[src/rtl/pls_pkg.sv]
// Shared types, widths and constants of the polyline subdivider.
package pls_pkg;

	localparam int COORD_W     = 32;
	localparam int MAG_W       = COORD_W + 1;
	localparam int SUB_W       = 6;
	localparam int MAX_SUB_DEF = 32;
	localparam int AXES        = 3;
	localparam int AX_W        = $clog2(AXES);

	localparam logic [SUB_W-1:0] SUB_RESET = SUB_W'(1);

	typedef logic signed [COORD_W-1:0] coord_t;

	typedef struct packed {
		coord_t pos_x;
		coord_t pos_y;
		coord_t pos_z;
		logic   final_vertex;
	} vtx_t;

	typedef struct packed {
		coord_t out_x;
		coord_t out_y;
		coord_t out_z;
		logic   end_of_line;
	} pt_t;

	typedef struct packed {
		logic capture;
		logic load_div;
		logic step;
		logic commit;
	} lane_ctrl_t;

endpackage

[src/rtl/pls_div.sv]
// Restoring divider, one quotient bit per cycle, shared by the three axes.
module pls_div import pls_pkg::*; (
	input  logic             clk,
	input  logic             arst_n,
	input  logic             start,
	input  logic [MAG_W-1:0] dividend,
	input  logic [SUB_W-1:0] divisor,
	output logic             busy,
	output logic [MAG_W-1:0] quot,
	output logic [SUB_W-1:0] rem
);

	localparam int CNT_W = $clog2(MAG_W + 1);

	logic             busy_q;
	logic [CNT_W-1:0] cnt_q;
	logic [MAG_W-1:0] work_q;
	logic [SUB_W-1:0] rem_q;
	logic [SUB_W-1:0] dv_q;
	logic [SUB_W:0]   trial;
	logic [SUB_W:0]   trial_sub;
	logic             ge;

	assign trial     = {rem_q, work_q[MAG_W-1]};
	assign ge        = trial >= {1'b0, dv_q};
	assign trial_sub = trial - {1'b0, dv_q};

	always_ff @(posedge clk or negedge arst_n) begin
		if (!arst_n) begin
			busy_q <= 1'b0;
			cnt_q  <= '0;
		end else if (start) begin
			busy_q <= 1'b1;
			cnt_q  <= CNT_W'(MAG_W);
		end else if (busy_q) begin
			cnt_q <= cnt_q - CNT_W'(1);
			if (cnt_q == CNT_W'(1)) begin
				busy_q <= 1'b0;
			end
		end
	end

	always_ff @(posedge clk) begin
		if (start) begin
			work_q <= dividend;
			rem_q  <= '0;
			dv_q   <= divisor;
		end else if (busy_q) begin
			work_q <= {work_q[MAG_W-2:0], ge};
			rem_q  <= ge ? trial_sub[SUB_W-1:0] : trial[SUB_W-1:0];
		end
	end

	assign busy = busy_q;
	assign quot = work_q;
	assign rem  = rem_q;

endmodule

[src/rtl/pls_lane.sv]
// One axis: held and current coordinate, step accumulator and point output.
module pls_lane import pls_pkg::*; (
	input  logic             clk,
	input  lane_ctrl_t       ctrl,
	input  coord_t           pos,
	input  logic [SUB_W-1:0] n,
	input  logic [MAG_W-1:0] quot,
	input  logic [SUB_W-1:0] rem,
	output logic [MAG_W-1:0] mag,
	output coord_t           prev,
	output coord_t           cur,
	output coord_t           point
);

	coord_t                  cur_q;
	coord_t                  prev_q;
	logic [MAG_W-1:0]        q0_q;
	logic [SUB_W-1:0]        r0_q;
	logic [MAG_W-1:0]        acc_q;
	logic [SUB_W-1:0]        accr_q;
	logic signed [MAG_W-1:0] diff;
	logic signed [MAG_W-1:0] prev_ext;
	logic signed [MAG_W-1:0] pt_wide;
	logic                    neg;
	logic [SUB_W:0]          rsum;
	logic [SUB_W:0]          rsum_sub;
	logic                    carry;

	assign prev_ext = MAG_W'(prev_q);
	assign diff     = MAG_W'(cur_q) - prev_ext;
	assign neg      = diff[MAG_W-1];
	assign mag      = neg ? MAG_W'(-diff) : MAG_W'(diff);

	// fractional part of j*|d|/n advances by r0 each step; wrap at n
	assign rsum     = {1'b0, accr_q} + {1'b0, r0_q};
	assign carry    = rsum >= {1'b0, n};
	assign rsum_sub = rsum - {1'b0, n};

	assign pt_wide = neg ? prev_ext - $signed(acc_q) : prev_ext + $signed(acc_q);

	always_ff @(posedge clk) begin
		if (ctrl.capture) begin
			cur_q  <= pos;
			acc_q  <= '0;
			accr_q <= '0;
		end else if (ctrl.step) begin
			acc_q  <= acc_q + q0_q + MAG_W'(carry);
			accr_q <= carry ? rsum_sub[SUB_W-1:0] : rsum[SUB_W-1:0];
		end
		if (ctrl.load_div) begin
			q0_q <= quot;
			r0_q <= rem;
		end
		if (ctrl.commit) begin
			prev_q <= cur_q;
		end
	end

	assign prev  = prev_q;
	assign cur   = cur_q;
	assign point = pt_wide[COORD_W-1:0];

endmodule

[src/rtl/polyline_linear_subdivider.sv]
// Top level: sequencer, configuration register and output register of the subdivider.
// Throughput: one vertex at a time; in_ready is high only while the sequencer is idle.
// With a held vertex and n > 1 the sequencer sends the held vertex, runs three serial
// divisions (one per axis) and sends the intermediate points; a final vertex adds its own
// point. Intermediate points leave at one per cycle; a stalled output holds them.
// Reset (arst_n low, async): no vertex held, subdivisions = 1, no item pending.
module polyline_linear_subdivider import pls_pkg::*; #(
	parameter int MAX_SUBDIVISIONS = MAX_SUB_DEF
) (
	input  logic             clk,
	input  logic             arst_n,
	input  logic             in_valid,
	output logic             in_ready,
	input  vtx_t             in_data,
	output logic             out_valid,
	input  logic             out_ready,
	output pt_t              out_data,
	input  logic             cfg_valid,
	output logic             cfg_ready,
	input  logic [SUB_W-1:0] cfg_data
);

	// sequencer states
	localparam logic [2:0] S_IDLE     = 3'd0;
	localparam logic [2:0] S_PREV     = 3'd1;
	localparam logic [2:0] S_DIV_GO   = 3'd2;
	localparam logic [2:0] S_DIV_WAIT = 3'd3;
	localparam logic [2:0] S_STEP     = 3'd4;
	localparam logic [2:0] S_MID      = 3'd5;
	localparam logic [2:0] S_LAST     = 3'd6;
	localparam logic [2:0] S_END      = 3'd7;

	localparam logic [SUB_W-1:0] MAX_LIM = SUB_W'(MAX_SUBDIVISIONS);
	localparam logic [AX_W-1:0]  AX_LAST = AX_W'(AXES - 1);

	logic [2:0]       state_q;
	logic [2:0]       state_d;
	logic [SUB_W-1:0] sub_q;
	logic [SUB_W-1:0] n_q;
	logic [SUB_W-1:0] n_eff;
	logic [SUB_W-1:0] cnt_q;
	logic [AX_W-1:0]  ax_q;
	logic             final_q;
	logic             have_prev_q;
	logic             out_valid_q;
	pt_t              out_q;
	pt_t              out_d;
	logic             out_load;
	logic             slot_free;
	logic             accept;

	// lane and divider wiring
	lane_ctrl_t       lane_ctrl [AXES];
	coord_t           lane_pos  [AXES];
	logic [MAG_W-1:0] lane_mag  [AXES];
	coord_t           lane_prev [AXES];
	coord_t           lane_cur  [AXES];
	coord_t           lane_pt   [AXES];
	logic             div_start;
	logic             div_busy;
	logic [MAG_W-1:0] div_quot;
	logic [SUB_W-1:0] div_rem;

	assign accept    = in_valid && in_ready;
	assign in_ready  = (state_q == S_IDLE);
	assign cfg_ready = 1'b1;
	assign slot_free = !out_valid_q || out_ready;

	// clamp the register: zero acts as one, large values saturate
	always_comb begin
		if (sub_q == '0) begin
			n_eff = SUB_W'(1);
		end else if (sub_q > MAX_LIM) begin
			n_eff = MAX_LIM;
		end else begin
			n_eff = sub_q;
		end
	end

	assign lane_pos[0] = in_data.pos_x;
	assign lane_pos[1] = in_data.pos_y;
	assign lane_pos[2] = in_data.pos_z;

	genvar a;
	generate
		for (a = 0; a < AXES; a++) begin : g_lane
			always_comb begin
				lane_ctrl[a].capture  = accept;
				lane_ctrl[a].load_div = (state_q == S_DIV_WAIT) && !div_busy
					&& (ax_q == AX_W'(a));
				lane_ctrl[a].step     = (state_q == S_STEP)
					|| ((state_q == S_MID) && slot_free);
				lane_ctrl[a].commit   = (state_q == S_END) && !final_q;
			end

			pls_lane u_lane (
				.clk   (clk),
				.ctrl  (lane_ctrl[a]),
				.pos   (lane_pos[a]),
				.n     (n_q),
				.quot  (div_quot),
				.rem   (div_rem),
				.mag   (lane_mag[a]),
				.prev  (lane_prev[a]),
				.cur   (lane_cur[a]),
				.point (lane_pt[a])
			);
		end
	endgenerate

	// one divider serves all axes in turn: |d| / n gives step quotient and remainder
	assign div_start = (state_q == S_DIV_GO);

	pls_div u_div (
		.clk      (clk),
		.arst_n   (arst_n),
		.start    (div_start),
		.dividend (lane_mag[ax_q]),
		.divisor  (n_q),
		.busy     (div_busy),
		.quot     (div_quot),
		.rem      (div_rem)
	);

	// next state and output register load
	always_comb begin
		state_d  = state_q;
		out_load = 1'b0;
		out_d    = out_q;
		unique case (state_q)
			S_IDLE: begin
				if (accept) begin
					if (have_prev_q) begin
						state_d = S_PREV;
					end else if (in_data.final_vertex) begin
						state_d = S_LAST;
					end else begin
						state_d = S_END;
					end
				end
			end
			S_PREV: begin
				if (slot_free) begin
					out_load = 1'b1;
					out_d    = '{lane_prev[0], lane_prev[1], lane_prev[2], 1'b0};
					if (n_q > SUB_W'(1)) begin
						state_d = S_DIV_GO;
					end else if (final_q) begin
						state_d = S_LAST;
					end else begin
						state_d = S_END;
					end
				end
			end
			S_DIV_GO: begin
				state_d = S_DIV_WAIT;
			end
			S_DIV_WAIT: begin
				if (!div_busy) begin
					state_d = (ax_q == AX_LAST) ? S_STEP : S_DIV_GO;
				end
			end
			S_STEP: begin
				state_d = S_MID;
			end
			S_MID: begin
				if (slot_free) begin
					out_load = 1'b1;
					out_d    = '{lane_pt[0], lane_pt[1], lane_pt[2], 1'b0};
					if (cnt_q == SUB_W'(1)) begin
						state_d = final_q ? S_LAST : S_END;
					end
				end
			end
			S_LAST: begin
				if (slot_free) begin
					out_load = 1'b1;
					out_d    = '{lane_cur[0], lane_cur[1], lane_cur[2], 1'b1};
					state_d  = S_END;
				end
			end
			S_END: begin
				state_d = S_IDLE;
			end
			default: begin
				state_d = S_IDLE;
			end
		endcase
	end

	always_ff @(posedge clk or negedge arst_n) begin
		if (!arst_n) begin
			state_q     <= S_IDLE;
			sub_q       <= SUB_RESET;
			n_q         <= SUB_W'(1);
			cnt_q       <= '0;
			ax_q        <= '0;
			final_q     <= 1'b0;
			have_prev_q <= 1'b0;
			out_valid_q <= 1'b0;
		end else begin
			state_q <= state_d;
			if (cfg_valid && cfg_ready) begin
				sub_q <= cfg_data;
			end
			// latch the segment count and flags with the item
			if (accept) begin
				n_q     <= n_eff;
				cnt_q   <= n_eff - SUB_W'(1);
				ax_q    <= '0;
				final_q <= in_data.final_vertex;
			end
			// advance to the next axis after each division
			if ((state_q == S_DIV_WAIT) && !div_busy) begin
				ax_q <= ax_q + AX_W'(1);
			end
			if ((state_q == S_MID) && slot_free) begin
				cnt_q <= cnt_q - SUB_W'(1);
			end
			// keep the vertex for the next segment, or drop it at the end of a line
			if (state_q == S_END) begin
				have_prev_q <= !final_q;
			end
			if (out_load) begin
				out_valid_q <= 1'b1;
			end else if (out_ready) begin
				out_valid_q <= 1'b0;
			end
		end
	end

	always_ff @(posedge clk) begin
		if (out_load) begin
			out_q <= out_d;
		end
	end

	assign out_valid = out_valid_q;
	assign out_data  = out_q;

endmodule

[config.mk]
export PLATFORM = sky130hd
export DESIGN_NAME = polyline_linear_subdivider
export DESIGN_NICKNAME = d
export VERILOG_FILES = /design/src/rtl/pls_pkg.sv /design/src/rtl/pls_div.sv /design/src/rtl/pls_lane.sv /design/src/rtl/polyline_linear_subdivider.sv
export SDC_FILE = /design/constraint.sdc
export NUM_CORES = 2
export LEC_CHECK = 0
export ABC_AREA = 1
export BUFFER_PORTS_ARGS = -buffer_cell sky130_fd_sc_hd__buf_2
export CAP_MARGIN = 25
export CORE_MARGIN = 8
export CORE_UTILIZATION = 25
export DETAILED_ROUTE_END_ITERATION = 7
export GPL_TIMING_DRIVEN = 0
export SLEW_MARGIN = 20
export SYNTH_ARGS = -nofsm -noshare
export SYNTH_HDL_FRONTEND = slang
export SYNTH_SLANG_ARGS = --single-unit
[constraint.sdc]
create_clock -name clk -period 8.2 [get_ports clk]
set_input_delay 1.64 -clock clk [delete_from_list [all_inputs] [get_ports clk]]
set_output_delay 1.64 -clock clk [all_outputs]
set_load 0.1 [all_outputs]
[Word level (Yosys, flattened, before mapping)]
Index checks and enable logic that the tools add are counted.
Storage, ports and cells
  register bits: 601
  bits of input ports: 108
  output and inout bits: 100
Cells by class
  add/sub/neg operators: 29
  order comparisons: 7
  equal/unequal tests: 17
  mux-type cells: 46
  bitwise gates (word level): 1
  reductions and logical operators: 23
Operator list (number)
  $mux W97: 3
  $pmux W97 S3: 1
  $mux W33: 7
  $add A33 B1 Y33: 3
  $add A33 B33 Y33: 3
  $neg A33 Y33: 3
  $sub A32 B32 Y33: 3
  $add A32 B32 Y32: 3
  $mux W32: 3
  $sub A32 B32 Y32: 3
  $bmux W33 S2: 1
  $mux W6: 10
  $ge A7 B6 Y1: 4
  $mux W3: 9
  $pmux W3 S8: 1
  $sub A6 B6 Y6: 4
  $add A6 B6 Y7: 3
  $sub A6 B1 Y6 const B: 3
  $eq A3 B3 Y1 const B: 4
  $eq A6 B1 Y1 const B: 2
  $mux W1: 9
  $ne A2 B2 Y1 const B: 4
  $reduce_bool A2 Y1: 4
  $logic_and A1 B1 Y1: 7
  other kinds (20): 26

[Logic depth before layout (Yosys ltp)]
  depth in word-level cells: 7
  gate-level depth with buffers: 39

[By module]
A second synthesis with hierarchy kept.
Unflattened totals
  cells, all modules: 6547
  area total of the unflattened synthesis: 47145.2 µm²
By module, submodules not included
  pls_lane (g_lane[0].u_lane ...): instances 2, cells each 1798, area each 12528.3 µm², seq. area each 3823.7 µm²
  pls_lane (g_lane[2].u_lane): instances 1, cells each 1792, area each 12639.6 µm², seq. area each 3823.7 µm²
  polyline_linear_subdivider: instances 1, cells each 873, area each 6866.6 µm², seq. area each 3565.9 µm²
  pls_div: instances 1, cells each 286, area each 2582.5 µm², seq. area each 1466.4 µm²

[Worst setup path before layout]
OpenSTA, ideal clock, no wires.
  path kind: in2reg
  from: in out_ready
  to: reg out_q (netlist bit out_data[0]), enable pin
  data arrival time: 5.760 ns
  data required time: 7.644 ns
  slack: 1.884 ns
  cell stages on the path: 2
  buffers on the path: 0
  cells stage by stage: nor2_1 nor2_1
Between the ends
  longest elaborated chain between the ends: 4
  elaborated cells between the ends (all ways): 7
  classes of those cells: eq/ne (3); mux (2); reduce/logical (2)
RTL lines
  start, declared: RTL line polyline_linear_subdivider.sv:16  | input logic out_ready,
  $logic_or A1 B1 Y1 *: RTL line polyline_linear_subdivider.sv:67  | assign slot_free = !out_valid_q || out_ready;
  $mux W1: RTL line polyline_linear_subdivider.sv:143, polyline_linear_subdivider.sv:167, polyline_linear_subdivider.sv:176
  $mux W1
  $reduce_and A5 Y1 (no line) *
  end signal, assigned: RTL line polyline_linear_subdivider.sv:234  | out_q <= out_d;
  end, declared: RTL line polyline_linear_subdivider.sv:46  | pt_t out_q;
Mark *: on every way between the ends. The rest lies on a longest branch, timed or not.
A chain may end at the register's enable or synchronous reset.

==> results.cfg <==
[run_status]
run_status = finished clean

[cells_and_area]
syn_to_layout_area_delta_pct = 16.8
share_of_layout_cells_above_drive_strength_1_pct = 9.08
design_area_um2 = 53100
finish.net_count = 6903
final_core_utilization_pct = 29.4

[placed_design]
globalplace.congestion = 0.979
port_buffers = 206
detailedPlacementHpwl_um = 162000
preCtsSetupSlack_ns = 1.57
placed_cell_area_um2 = 50500

[clock_tree]
post_cts.repair.setup_buffers = 0
cts_hold_buffers = 0
post_cts_resize_count = 0
clock_tree_from_tritoncts = yes
cts.sink_count = 595
clockBufferDepth = 3
clkSlewWorstSetupHoldPaths_ns = 0.06
cts_inserted_buffers = 74
clock_tree.root_cell = sky130_fd_sc_hd__clkbuf_16
cts.htree.levels = 3
clk-insertion-delay-late_ns = 0.72

[setup_path]
worst_ep_arrival_time_ns = 7.15
critical_path.reg2reg.startpoint = g_lane[0].u_lane.prev[22]
critPathMostFrequentCell = sky130_fd_sc_hd__nand2_1
reg2reg_slack_ns = 1.46
ff2ff_path_depth = 35
critPathKind = flip-flop to flip-flop
worst_setup_path_end_kind = flip-flop
crit-reg2reg-capture = out_data[92]
timing.critical_path.slowest_stage_cell = sky130_fd_sc_hd__o21ai_0
critPathRequiredTime_ns = 8.61
crit_fanout = 10
worst_path_largest_cell_delay_ns = 0.67
crit_path_start_kind = flip-flop

[power]
switching_part_of_the_total_power_pct = 55.9
cell_pwr_density_nw_per_um2 = 491
share_seq_of_total_power_pct = 21.2
power.clock.fraction_pct = 13.4
p_comb_share_pct = 65.4
total_leakage_power_nw = 24.2
max-vdd-ir-drop_uv = 252
power.switching_mw = 14.6
cell_internal_pwr_mw = 11.5

[timing]
finalHoldViolations = 0
worst_rel_slew_slack_pct = 24.8
grt_setup_unrepaired = false
final.min_clock_period_ns = 6.74
report.final.setup_viol = 0
max_freq_mhz = 148
post-route-period-util_pct = 82.3
skew_ns = 0.0557
timing_max_transition_violations_final = 0
final.setup.worst_slack_ns = 1.46
slew_at_the_pin_with_the_worst_max_slew_slack_ns = 1.13

[route]
number_of_nets_with_antenna_violations_after_routing = 0
first_pass_iters = 6
post_drt_via_cell_ratio = 4.99
routed_wire_length_um = 196000
remaining_drc_errors = 0
initialDrtViolationCount = 4477
via_count = 44300
post_drt_wl_per_cell_um = 22.1

[worst_hold_path]
worstHoldPathType = flip-flop to flip-flop
worstHoldEndpoint = g_lane[0].u_lane.prev[0]
holdPathStages = 0
holdCritStartpoint = g_lane[0].u_lane.cur[0]

[floorplan]
die_height_um = 442
io_pins = 208
floorplan.rows = 156
floorplan.core_area_um2 = 181000
floorplan.die.width_um = 442
initial_core_util_pct = 25.2
area_enclosed_by_the_die_boundary_um2 = 196000

[yosys]
synth-edff-count = 442
synth_cells = 6116
ys_seq_elements = 595
netlist-cell-type-count = 65
yosys.cell_count.top_type = sky130_fd_sc_hd__nand2_1
synth-main-ff-cell = sky130_fd_sc_hd__edfxtp_1
mappedNetlistNets = 6578
synth_warnings = 0
ys_top_cells_by_count = sky130_fd_sc_hd__nand2_1 (1,574), sky130_fd_sc_hd__inv_1 (870), sky130_fd_sc_hd__a21oi_1 (483)
synth_largest_area_cell = sky130_fd_sc_hd__edfxtp_1
netlist_top_cells_area = sky130_fd_sc_hd__edfxtp_1 (29%), sky130_fd_sc_hd__nand2_1 (13%), sky130_fd_sc_hd__ha_1 (9.2%), sky130_fd_sc_hd__inv_1 (7.2%), sky130_fd_sc_hd__a21oi_1 (5.3%)
synth-seq-area-share_pct = 36.3
yosys.area.top_type_share_pct = 29.2
synth_area_um2 = 45500
asyncSetResetFlopFracSynth_pct = 5.55
average_size_of_a_mapped_cell_um2 = 7.43

[global_route]
grt_pass1_wl_um = 281000
grt_usage_pct = 19.1
grt_pass1_vias = 41000
grt_antenna_before_repair = 9
grt.overflow.total = 0
maximum_number_of_pins_on_one_net_before_global_route_repair = 34

[flow_run]
max-cap-violations = 0
==> cells by family (layout without fill, tap and decap cells) <==
kind of cell | Yosys count | in the layout | synth area share [%]
other | 1 | 6 | 0.00825
AO/OA/AOI/OAI | 1197 | 1197 | 15.2
adder cells (fa/ha/maj) | 354 | 354 | 10.1
multiplexers | 1 | 1 | 0.0248
flip-flops | 595 | 595 | 36.3
AND/OR/NAND/NOR | 2739 | 2739 | 25.5
buffers and inverters | 1010 | 1395 | 8.61
XOR/XNOR | 219 | 219 | 4.25
==> how the worst max path moves through the flow <==
stage / endpoint / cells past startpoint / slack, ns / from
floorplan: out_data[0] / 2 / 1.88 / out_ready
finish: out_data[92] / 35 / 1.46 / g_lane[0].u_lane.prev[22]
detailed placement: out_data[88] / 35 / 1.57 / g_lane[0].u_lane.cur[0]
global placement: out_data[71] / 3 / -1.75 / out_ready
CTS: out_data[88] / 35 / 1.56 / g_lane[0].u_lane.cur[0]
global route: out_data[92] / 37 / 0.96 / g_lane[0].u_lane.cur[0]
==> metal layers <==
metal / global-route usage, % / part of all wire (%) / up-vias
li1: - / - / 21200
met1: 25.4 / 44 / 21000
met2: 31.0 / 45 / 1783
met3: 3.33 / 7.3 / 299
met4: 6.83 / 4.2 / 0
met5: 0 / 0 / -
==> power groups by stage <==
stage	Combinational, mW	Sequential, mW	Clock [mW]
2_1_floorplan	9.79	6.73	0
3_3_place_gp	16.2	5.68	0
3_5_place_dp	16.7	5.55	0
4_1_cts	16.8	5.51	3.57
5_1_grt	18.5	5.61	3.67
6_report	17.0	5.53	3.48
==> placed cells by master, fill, tap and decap left out, types with 12 or more instances in the layout <==
| cell type | synthesis | layout |
|---|---|---|
| sky130_fd_sc_hd__dfxtp_1 | 120 | 120 |
| sky130_fd_sc_hd__nor2_4 | 7 | 12 |
| sky130_fd_sc_hd__or2_2 | 21 | 21 |
| sky130_fd_sc_hd__nand2_2 | 33 | 34 |
| sky130_fd_sc_hd__inv_1 | 870 | 870 |
| sky130_fd_sc_hd__o211ai_1 | 112 | 112 |
| sky130_fd_sc_hd__xnor2_1 | 82 | 82 |
| sky130_fd_sc_hd__a31oi_1 | 32 | 32 |
| sky130_fd_sc_hd__nor4_1 | 14 | 14 |
| sky130_fd_sc_hd__fa_1 | 19 | 19 |
| sky130_fd_sc_hd__nand2_1 | 1574 | 1573 |
| sky130_fd_sc_hd__clkbuf_1 | 62 | 52 |
| sky130_fd_sc_hd__ha_1 | 335 | 335 |
| sky130_fd_sc_hd__buf_2 | 31 | 244 |
| sky130_fd_sc_hd__o21a_1 | 17 | 17 |
| sky130_fd_sc_hd__o221ai_1 | 37 | 37 |
| sky130_fd_sc_hd__dfrtp_1 | 31 | 31 |
| sky130_fd_sc_hd__nor3_1 | 70 | 70 |
| sky130_fd_sc_hd__clkbuf_16 | 0 | 74 |
| sky130_fd_sc_hd__clkbuf_2 | 0 | 22 |
| sky130_fd_sc_hd__a21o_1 | 18 | 18 |
| sky130_fd_sc_hd__inv_2 | 19 | 19 |
| sky130_fd_sc_hd__o21bai_1 | 57 | 57 |
| sky130_fd_sc_hd__nor2_1 | 482 | 476 |
| sky130_fd_sc_hd__nand4_1 | 81 | 81 |
| sky130_fd_sc_hd__o21ai_1 | 58 | 59 |
| sky130_fd_sc_hd__nor2_2 | 24 | 25 |
| sky130_fd_sc_hd__a21oi_1 | 483 | 483 |
| sky130_fd_sc_hd__nand3b_1 | 23 | 23 |
| sky130_fd_sc_hd__o21ai_0 | 311 | 310 |
| sky130_fd_sc_hd__buf_16 | 0 | 22 |
| sky130_fd_sc_hd__edfxtp_1 | 442 | 442 |
| sky130_fd_sc_hd__nand3_1 | 369 | 369 |
| sky130_fd_sc_hd__and2_1 | 13 | 13 |
| sky130_fd_sc_hd__xor2_1 | 135 | 135 |
| sky130_fd_sc_hd__buf_12 | 0 | 17 |
| sky130_fd_sc_hd__nor3_2 | 12 | 12 |
| sky130_fd_sc_hd__buf_6 | 9 | 12 |
==> stage by stage <==
step / hold slack (ns) / std cells / total power [mW] / setup TNS, ns
global placement: 0.473 / 8692 / 21.8 / -218.62
finish: 0.487 / 8876 / 26.1 / 0
global route: 0.510 / 8871 / 27.8 / 0
floorplan: 0.425 / 6116 / 16.5 / 0
CTS: 0.492 / 8869 / 25.9 / 0
detailed placement: 0.479 / 8733 / 22.3 / 0
==> registers in the layout, indices dropped and copies added, names as in the netlist <==
signal                cells
n_q                       6
u_div.cnt_q               6
cnt_q                     6
u_div.busy                1
g_lane.u_lane.accr_q     18
final_q                   1
u_div.quot               33
g_lane.u_lane.r0_q       18
have_prev_q               1
state_q                   3
g_lane.u_lane.prev       96
g_lane.u_lane.q0_q       96
u_div.dv_q                6
ax_q                      2
sub_q                     6
out_data                 97
u_div.rem                 6
g_lane.u_lane.cur        96
out_valid                 1
g_lane.u_lane.acc_q      96
==> critical path: cells and delay by family, from the launching register on <==
kind / cells / cell delay, ns
AND/OR/NAND/NOR: 19 / 1.89
buffers and inverters: 7 / 1.11
AO/OA/AOI/OAI: 7 / 2.27
flip-flops: 1 / 0.43
adder cells (fa/ha/maj): 2 / 0.74
==> layout make-up <==
cell class,count,area [um^2]
sequential,595,16500
antenna,5,12.5
clock inverter,45,578
tap,2370,2970
buffer,116,597
clock buffer,91,1970
fill,19600,128000
timing repair buffer,249,2030
inverter,894,3360
multi-input combinational,4511,25100
Note: power is estimated with default switching activity, not from simulation.
